===== src/hw/rtl/rfa_pkg.sv =====
package rfa_pkg;

	localparam int OperandWidth = 32;
	localparam int ResWidth = 64;

	typedef enum logic [1:0] {
		CMD_ADD = 2'd0,
		CMD_SUB = 2'd1,
		CMD_MUL = 2'd2,
		CMD_DIV = 2'd3
	} cmd_t;

	typedef enum logic [2:0] {
		ST_IDLE,
		ST_MUL1,
		ST_MUL2,
		ST_COMB,
		ST_GCD,
		ST_DIVN,
		ST_DIVD,
		ST_DONE
	} state_t;

	typedef struct packed {
		logic [1:0]  cmd;
		logic [31:0] left_numerator;
		logic [30:0] left_denominator;
		logic [31:0] right_numerator;
		logic [30:0] right_denominator;
	} in_word_t;

	typedef struct packed {
		logic [63:0] result_numerator;
		logic [62:0] result_denominator;
		logic        status;
	} out_word_t;

	// Controller to datapath.
	typedef struct packed {
		logic load;
		logic mul1;
		logic mul2;
		logic comb;
		logic gcd_start;
		logic div_start;
		logic div_den;
	} dp_cmd_t;

	// Datapath to controller.
	typedef struct packed {
		logic early;
		logic gcd_done;
		logic div_done;
	} dp_stat_t;

endpackage


===== src/hw/rtl/rfa_ctrl.sv =====
module rfa_ctrl (
	input  logic              clk,
	input  logic              arst_n,
	input  logic              start,
	input  logic              out_taken,
	input  rfa_pkg::dp_stat_t stat,
	output rfa_pkg::dp_cmd_t  ctl,
	output logic              idle,
	output logic              busy_out
);

	rfa_pkg::state_t state_q, state_nx;

	always_ff @(posedge clk or negedge arst_n) begin
		if (!arst_n) begin
			state_q <= rfa_pkg::ST_IDLE;
		end else begin
			state_q <= state_nx;
		end
	end

	always_comb begin
		state_nx = state_q;
		case (state_q)
			rfa_pkg::ST_IDLE: if (start) state_nx = rfa_pkg::ST_MUL1;
			rfa_pkg::ST_MUL1: state_nx = rfa_pkg::ST_MUL2;
			rfa_pkg::ST_MUL2: state_nx = rfa_pkg::ST_COMB;
			rfa_pkg::ST_COMB: state_nx = stat.early ? rfa_pkg::ST_DONE : rfa_pkg::ST_GCD;
			rfa_pkg::ST_GCD: if (stat.gcd_done) state_nx = rfa_pkg::ST_DIVN;
			rfa_pkg::ST_DIVN: if (stat.div_done) state_nx = rfa_pkg::ST_DIVD;
			rfa_pkg::ST_DIVD: if (stat.div_done) state_nx = rfa_pkg::ST_DONE;
			rfa_pkg::ST_DONE: if (out_taken) state_nx = rfa_pkg::ST_IDLE;
			default: state_nx = rfa_pkg::ST_IDLE;
		endcase
	end

	always_comb begin
		ctl = '0;
		idle = 1'b0;
		busy_out = 1'b0;
		case (state_q)
			rfa_pkg::ST_IDLE: begin
				idle = 1'b1;
				ctl.load = start;
			end
			rfa_pkg::ST_MUL1: ctl.mul1 = 1'b1;
			rfa_pkg::ST_MUL2: ctl.mul2 = 1'b1;
			rfa_pkg::ST_COMB: begin
				ctl.comb = 1'b1;
				ctl.gcd_start = !stat.early;
			end
			rfa_pkg::ST_GCD: ctl.div_start = stat.gcd_done;
			rfa_pkg::ST_DIVN: begin
				ctl.div_start = stat.div_done;
				ctl.div_den = stat.div_done;
			end
			rfa_pkg::ST_DIVD: ctl = '0;
			rfa_pkg::ST_DONE: busy_out = 1'b1;
			default: ctl = '0;
		endcase
	end

endmodule


===== config.mk =====
export PLATFORM = sky130hd
export DESIGN_NAME = rfa_ctrl
export DESIGN_NICKNAME = d
export VERILOG_FILES = /design/src/hw/rtl/rfa_pkg.sv /design/src/hw/rtl/rfa_ctrl.sv
export SDC_FILE = /design/constraint.sdc
export NUM_CORES = 1
export LEC_CHECK = 0
export CORE_AREA = 2 2 39 41
export DETAILED_ROUTE_END_ITERATION = 10
export DIE_AREA = 0 0 41 43
export DONT_BUFFER_PORTS = 1
export PLACE_DENSITY = 0.37
export REMOVE_ABC_BUFFERS = 1
export SLEW_MARGIN = 40
export SYNTH_ARGS = -nofsm -noshare
export SYNTH_HDL_FRONTEND = slang
export SYNTH_SLANG_ARGS = --single-unit

===== constraint.sdc =====
create_clock -name clk -period 2.62 [get_ports clk]
set_input_delay 0.262 -clock clk [delete_from_list [all_inputs] [get_ports clk]]
set_output_delay 0.262 -clock clk [all_outputs]
set_load 0.05 [all_outputs]

Yosys cells after proc, flatten, opt, wreduce, memory -nomap -nowiden:

Cells that the tools add are included.

* register bits after elaboration: 3

* muxes and demuxes: 15
* reduce and logical (&&, ||, !) cells: 3
* equal/unequal tests: 12

Operators by type and width (number)
* $pmux 3 s8: 1
* $mux 3: 5
* $eq 3x3->1 const B: 4
* $ne 2x2->1 const B: 5
* $eq 3x2->1 const B: 2
* $mux 1: 6
* $reduce_and 5->1: 1
* $mux 2: 2
* $eq 3x1->1 const B: 1
* $logic_not 3->1: 1
* $pmux 1 s2: 1
* $logic_not 1->1: 1

Longest topological paths before layout:

Gate-level depths: netlist of the first run.

* depth after elaboration: 3
* mapped depth: 4
* mapped depth without buffers: 3

Worst setup path before layout of the first run:

No wires, ideal clock.

* path type: flip-flop to output port
* start point: reg state_q[2]
* end point: out ctl[6] in the netlist's numbering
* path buffers: 1
* required time: 2.358 ns
* arrival time: 1.772 ns
* cell stages (with the launch flop): 4
* path slack: 0.586 ns
* cell sequence: dfrtp_1 buf_2 nor3_2 and2_1

RTL lines
* from (decl): line rfa_ctrl.sv:12 `rfa_pkg::state_t state_q, state_nx;`
* from (signal assigned): line rfa_ctrl.sv:16 `state_q <= rfa_pkg::ST_IDLE;`
* from (signal assigned): line rfa_ctrl.sv:18 `state_q <= state_nx;`
* to (decl): line rfa_ctrl.sv:7 `output rfa_pkg::dp_cmd_t ctl,`

==> results.md, run 1 <==
Drt:
- The per-cell via count in the routed design is 4.48.
- The DRC marker count from the first detailed-route iteration is 5.
- The number of detailed-routing iterations run before antenna repair is 3.
- After detailed routing, the average wire length per cell comes to 11.6 µm.
- Summed over all layers, the routed wires come to 652 µm.
- The count of nets left with antenna violations once routing finished came out at 0.
- For this run, design rule violations remaining after detail routing come to 0.
- The total number of vias is 251.

Global route:
- The number of antenna violations at the first check in global routing is 0.
- Entering global routing, the biggest net connects 14 pins.
- The overall fraction of global-route tracks in use is 7.86%.
- The first global-routing pass estimated 924 µm of wire.
- The via count of the first global-routing pass is 211.
- The overall overflow remaining after global route is 0.

Timing:
- The max-slew headroom at the worst pin is 44.1%.
- The total setup violations reported at the end of the flow is 0.
- The final hold violation count is 0.
- Dividing the final minimum period by the clock period gives 72.9%.
- The final worst clock skew is 0.00133 ns.
- The worst-margin pin slew is 0.834 ns.
- Based on the critical path, the design can be clocked at up to 0.524 GHz.
- The final number of max-transition violations is 0.
- The aggregate negative setup slack is 0 ns.
- After layout, the minimum clock period comes to 1.91 ns.
- Setup repair after global routing left no endpoint under its margin.

Hold path:
- The worst hold path class is in2reg.
- The critical hold path startpoint is out_taken.

Finish:
- The layout overhead on the synthesized area is 37.1%.
- After routing the design area is 333 µm².
- The register with the most flip-flops in the layout has 3 of them.
- The largest registers in the layout are state_q (3).
- The top register by number of flip-flops is state_q.
- The net count of the finished layout is 48.
- The number of antenna diodes in the final layout is 0.
- The post-route netlist has 32.5% of its cells at a drive strength greater than 1.

Placed design:
- After detailed placement, the total cell area comes to 297 µm².
- The count of input and output buffers is 0.
- The congestion estimate from routability-driven global placement came to 0.668.

Die:
- The floorplan core area is 1380 µm².
- The die is 43 µm tall.
- 16 I/O pins were placed.
- The width of the die is 41 µm.
- The floorplan has 14 rows.
- The floorplan step defined a die boundary enclosing 1760 µm².
- The effective utilization at floorplan is 17.5%.

Job:
- Max-cap violations in this run came to 0.

Clock tree:
- The post-cts resize count is 0.
- The root buffer selected by CTS is clkbuf_4.
- CTS built an H-tree with a depth of 1.
- The number of buffers between clock root and the deepest sink is 2.
- Buffers inserted during clock tree synthesis total 3.
- The CTS tree is done.
- Counting every sink on the clock net gives 3.
- The clock reaches the later pin of the worst-skew pair after 0.23 ns.
- The register clock-pin slew on the reported worst setup and hold paths is 0.04 ns.

Setup path:
- The worst-path cell with the longest stage delay is dfrtp_1.
- The setup path with the least slack is of type reg2out.
- Traced cell by cell, the critical path runs through nor3_2 > buf_4 > and2_1.
- Data on the critical path is required at its endpoint by 2.36 ns.
- STA classifies the critical path startpoint as a register.
- The signal arrival time at the worst endpoint is 1.65 ns.
- Counting both buffers and inverters, the worst setup path holds a total of 1.
- The maximum single-stage delay on the critical path is 0.51 ns.
- In this run the critical register-to-register path is launched from state_q[2].
- The timing startpoint of the critical path is state_q[2].
- Among cell families on the critical path, the largest total delay comes from simple AND/OR/NAND/NOR gates.
- The highest fanout seen on the critical path is 13.
- The worst setup path is captured at a primary output.

Power and ir drop:
- In this run the static leakage power is 0.144 nW.
- Internal power comes to 0.230 mW.
- Sequential cells burn 25.2% of the power.
- The power share of the clock group is 14.7%.
- Per report_power, the combinational group accounts for 60.1% of the total.
- The power density over cell area is 1660 nW/µm².
- The net switching power figure is 0.321 mW.
- Net switching is 58.2% of the power.
- VDD sags by at most 0.478 mV.

Synth:
- Summing every instance area after synthesis gives 243 µm².
- The average instance in the mapped netlist occupies 7.59 µm².
- After synthesis the netlist holds a flip-flop and latch count of 3.
- The portion of the post-synthesis area used by sequential elements is 30.9%.
- The total number of yosys warnings is 0.
- The cell count after synthesis is 32.
- The number of different library cells used by synthesis comes to 20.

Outcome:
- The flow ran to the end, and the final reports show no timing, DRC or antenna violations.
==> metrics by stage <==
step           setup slack [ns]  hold WS (ns)  total power, mW  util, %  instances
3_5_place_dp              0.966       -0.0335            0.471     21.4         51
4_1_cts                   0.700         0.253            0.560     24.1         56
5_1_grt                   0.620         0.266            0.593     24.1         56
6_report                  0.710         0.258            0.552     24.1         56
3_3_place_gp              0.982       -0.0335            0.468     21.4         51
2_1_floorplan             0.632       -0.0336            0.386        -         29
==> cell usage in the layout (no fill, tap or decap), types with 2 or more instances in the layout <==
master    count
nand2b_1      3
nand2_1       4
dfrtp_1       3
nor2_1        4
clkbuf_4      3
o21ai_0       2
nor3_2        2
buf_4         6
==> worst reg2reg max path: stages, from the launching register on <==
cell and delay, ns:
dfrtp_1 0.57, nand2b_1 0.16, o311ai_1 0.25, o22ai_1 0.14
==> logic make-up (layout without fill, tap and decap cells) <==
group | Yosys count | after routing | synth area share (%)
buffers and inverters | 3 | 11 | 8.76
DFF | 3 | 3 | 30.9
and+or+nand+nor | 18 | 18 | 39.7
AOI/OAI and AO/OA | 8 | 8 | 20.6
==> repair_timing <==
| item | CTS | global route |
|---|---|---|
| setup buffers | 0 | 0 |
| hold buffers | 1 | 0 |
| endpoints found under the hold margin | 3 | 0 |
==> cell usage after synthesis (all sizes together) <==
master  number  area share [%]
a21oi        1             2.1
o311ai       1             3.6
buf          3             8.8
nor3         2             6.2
o22ai        1             2.6
and2         1             2.6
a211oi       1             3.1
a21o         1             3.1
o21ai        3             6.2
nand3        1             2.1
or3          1             2.6
nor2         4             6.2
and3         1             3.1
nor3b        1             3.1
dfrtp        3              31
nand2b       3             7.7
nand2        4             6.2
==> layout make-up <==
cell class | count | area (µm²)
clock buffer | 4 | 26.3
fill | 158 | 1050
multi-input combinational | 26 | 156
sequential | 3 | 75.1
tap | 16 | 20.0
timing repair buffer | 7 | 55.1
==> path summary, 6_finish.rpt <==
path	cells after the start	slack, ns	endpoint
hold reg to reg	2	0.69	state_q[1]
setup / recovery	3	0.71	ctl[6]
setup reg to reg	3	1.37	state_q[0]
max in group asynchronous	1	2.20	state_q[1]
hold / removal	2	0.26	state_q[2]
min in group asynchronous	1	0.28	state_q[0]
==> metal layers <==
layer | global-route usage [%] | wire [µm] | vias to the layer above | part of all wire (%)
met2 | 9.69 | 297 | 13 | 46
met1 | 10.4 | 263 | 111 | 40
met4 | 8.00 | 0 | 0 | 0
met3 | 1.57 | 91 | 0 | 14
met5 | 0 | 0 | - | 0
li1 | - | - | 127 | -
==> power groups by stage <==
stage	combinational [mW]	sequential [mW]	clock [mW]
2_1_floorplan	0.265	0.120	0
3_3_place_gp	0.332	0.136	0
3_5_place_dp	0.332	0.139	0
4_1_cts	0.335	0.138	0.0871
5_1_grt	0.355	0.148	0.0906
6_report	0.331	0.139	0.0810
No activity file was read; power rests on OpenSTA's default activity.
==> run 2: changes to the inputs <==
==> constraint.sdc (replaced) <==
create_clock -name clk -period 1.8 [get_ports clk]
set_input_delay 0.18 -clock clk [delete_from_list [all_inputs] [get_ports clk]]
set_output_delay 0.18 -clock clk [all_outputs]
set_load 0.05 [all_outputs]
==> run 2 against run 1 <==
Sequential power is 49% higher. Sequential share of layout area shrank 1.7 points. First-iteration DRC count grew 20%. Largest cell class unchanged.
==> results.md, run 2 (synthesis gave the netlist of run 1 again) <==
Outcome:
- Run status: completed (unchanged).

Power and ir drop:
- The static leakage is 0.157 nW (was 0.144 nW).
- The worst vdd rail ir drop is 0.706 mV (was 0.478 mV).
- The power density over cell area is 2320 nW/µm² (was 1660 nW/µm²).
- The net switching power figure is 0.478 mW (was 0.321 mW).
- The switching power share of the total is 57.1% (was 58.2%).
- The fraction of power consumed by combinational cells came to 61.4% (was 60.1%).
- The power share of the sequential group came to 24.8% (was 25.2%).
- The design internal power is 0.360 mW (was 0.230 mW).
- The power share of the clock group is 13.8% (was 14.7%).

Timing:
- The final hold violation count is 0 (unchanged).
- For the finished layout, the period the worst path requires is 1.52 ns.
- The final number of max-transition violations is 0 (unchanged).
- Static timing analysis puts the maximum clock frequency at 0.658 GHz.
- Setup repair after global routing missed its margin: false (unchanged).
- The worst-margin pin slew is 0.406 ns (was 0.834 ns).
- The least setup slack across all paths after layout was 0.280 ns (was 0.710 ns).
- The share of the clock period used by the worst path is 84.4%.
- The final worst clock skew is 0.000680 ns (was 0.00133 ns).
- The total setup violations reported at the end of the flow came to 0 (unchanged).
- The max-slew headroom at the worst pin is 72.9% (was 44.1%).

Drt:
- The post-detailed-route wirelength per cell is 11.6 µm (about the same).
- The per-cell via count in the routed design came to 4.43 (was 4.48).
- The total number of vias is 257 (was 251).
- The number of nets with antenna violations after routing came to 0 (unchanged).
- The DRC marker count from the first detailed-route iteration is 6 (was 5).
- The number of DRC violations after detailed routing is 0 (unchanged).
- The number of detailed-routing iterations run before antenna repair is 2 (was 3).
- The final wirelength is 675 µm (was 652 µm).

Finish:
- Top Registers: state_q (3) (unchanged).
- The number of antenna cells inserted came to 0 (unchanged).
- The top register by number of flip-flops is state_q (unchanged).
- The final cell count without fillers was 58 (was 56).
- The layout cell share with drive strength beyond 1 is 35.7% (was 32.5%).
- The fill cell instance count of the final layout is 150 (was 158).
- The flip-flop count of the largest register, all copies and words added is 3 (unchanged).
- Leading cell types in the layout, fill and taps excluded: 7 x buf_4, 4 x nand2_1, 4 x nor2_1 (was 6 x buf_4, 4 x nand2_1, 4 x nor2_1).
- The layout overhead on the synthesized area came to 48.5% (was 37.1%).
- The most frequent standard cell in the layout excluding fill and tap cells was buf_4 (unchanged).
- The number of nets at the end of the flow is 50 (was 48).

Global route:
- The overall overflow remaining after global route is 0 (unchanged).
- The pin count of the biggest net entering global routing came to 14 (unchanged).
- The number of antenna violations at the first check in global routing is 0 (unchanged).
- The overall fraction of global-route tracks in use came to 8.76% (was 7.86%).
- The first-pass GRT wire length is 1060 µm (was 924 µm).
- The via count of the first global-routing pass is 253 (was 211).

Die:
- The width of the die is 41 µm (unchanged).
- The effective utilization at floorplan is 17.5% (unchanged).
- The die area is 1760 µm² (unchanged).
- The die extent in y is 43 µm (unchanged).
- The number of ports placed on the die boundary came to 16 (unchanged).
- The row count was 14 (unchanged).
- The floorplan core area is 1380 µm² (unchanged).

Placed design:
- The pre-CTS setup slack is 0.545 ns (was 0.966 ns).
- The post-placement cell count is 53 (was 51).
- Once detailed placement completed, the half-perimeter wirelength came to 514 µm.
- The routability congestion estimate from global placement is 0.661 (was 0.668).
- The count of input and output buffers is 0 (unchanged).

Clock tree:
- The number of buffers created by CTS is 3 (unchanged).
- The clock insertion delay at the later pin of the skew report is 0.23 ns (about the same).
- The register clock-pin slew on the reported worst setup and hold paths is 0.03 ns (was 0.04 ns).
- The post-cts resize count came to 0 (unchanged).
- The H-tree depth reported by CTS came to 1 (unchanged).
- The count of clock tree sinks came to 3 (unchanged).
- The number of buffers between clock root and the deepest sink came to 2 (unchanged).
- The root buffer selected by CTS was clkbuf_4 (unchanged).
- The CTS tree is done (unchanged).

Setup path:
- The required time at the endpoint of the critical path was 1.62 ns (was 2.36 ns).
- The register-to-register path setup slack is 0.51 ns (was 1.37 ns).
- The signal arrival time at the worst endpoint is 1.34 ns (was 1.65 ns).
- The element type at the critical path end is a primary output (unchanged).
- The kind of critical path is reg2out (unchanged).
- The end of the worst register-to-register path was state_q[0] (unchanged).
- The highest fanout seen on the critical path is 13 (unchanged).
- The kind of launch point of the worst setup path is a register (unchanged).
- The launch instance of the worst register-to-register path is state_q[2] (unchanged).
- The depth of the most critical reg-to-reg path is 3 (unchanged).

Hold path:
- The worst hold path class was in2reg (unchanged).
- The number of cells on the worst hold path came to 2 (unchanged).
- The critical hold path startpoint is out_taken (unchanged).
- The end point of the worst hold path was state_q[2] (unchanged).

Job:
- The max-capacitance violation count is 0 (unchanged).
run 2: how the worst max path moves through the flow:
stage	from	to	cells after the start	slack [ns]
after CTS	state_q[2]	ctl[6]	3	0.29
after global routing	state_q[2]	ctl[1]	3	0.21
after floorplan	state_q[1]	state_q[1]	3	-0.13
after detailed placement	state_q[2]	ctl[1]	3	0.54
after global placement	state_q[0]	state_q[1]	4	0.55
final	state_q[2]	ctl[1]	3	0.28
run 2: worst max-delay path, stage by stage, from the launching register on:
cell and delay (ns):
dfrtp_1 0.58, nand2b_1 0.16, a21oi_1 0.16, buf_4 0.22
run 2: per-layer routing:
layer  GRT usage (%)  part of all wire, %  up-vias
met2            11.3                   42       11
met1            11.7                   41      116
met3            3.14                   17        0
li1                -                    -      130
met5               0                    0        -
met4            6.00                    0        0
run 2: layout make-up:
| type | instances | area [µm²] | share of cell area [%] |
|---|---|---|---|
| clock buffers | 4 | 26.3 | 7.29 |
| multi-input cells | 26 | 156 | 43.4 |
| flip-flops and latches | 3 | 75.1 | 20.8 |
| well taps | 16 | 20.0 | 5.56 |
| repair buffers | 9 | 82.6 | 22.9 |
run 2: power by group through the flow:
stage | clock, mW | combinational (mW) | sequential [mW]
after floorplan | 0 | 0.386 | 0.175
after global placement | 0 | 0.512 | 0.199
after detailed placement | 0 | 0.513 | 0.205
after CTS | 0.124 | 0.517 | 0.203
after global routing | 0.124 | 0.551 | 0.220
final | 0.116 | 0.514 | 0.207
run 2: what timing repair did:
item	4_1_cts	5_1_grt
setup endpoints to repair	0	0
hold buffers	1	0
hold endpoints to repair	3	0
buffers inserted	0	0
run 2: stage by stage:
stage / hold WS, ns / utilization [%] / TNS (ns) / instance area (µm²) / total power, mW
floorplan: -0.116 / - / -0.340 / 221 / 0.561
global placement: -0.116 / 23.4 / 0 / 324 / 0.711
CTS: 0.169 / 26.0 / 0 / 360 / 0.844
finish: 0.176 / 26.0 / 0 / 360 / 0.837
global route: 0.186 / 26.0 / 0 / 360 / 0.895
detailed placement: -0.116 / 23.4 / 0 / 324 / 0.718
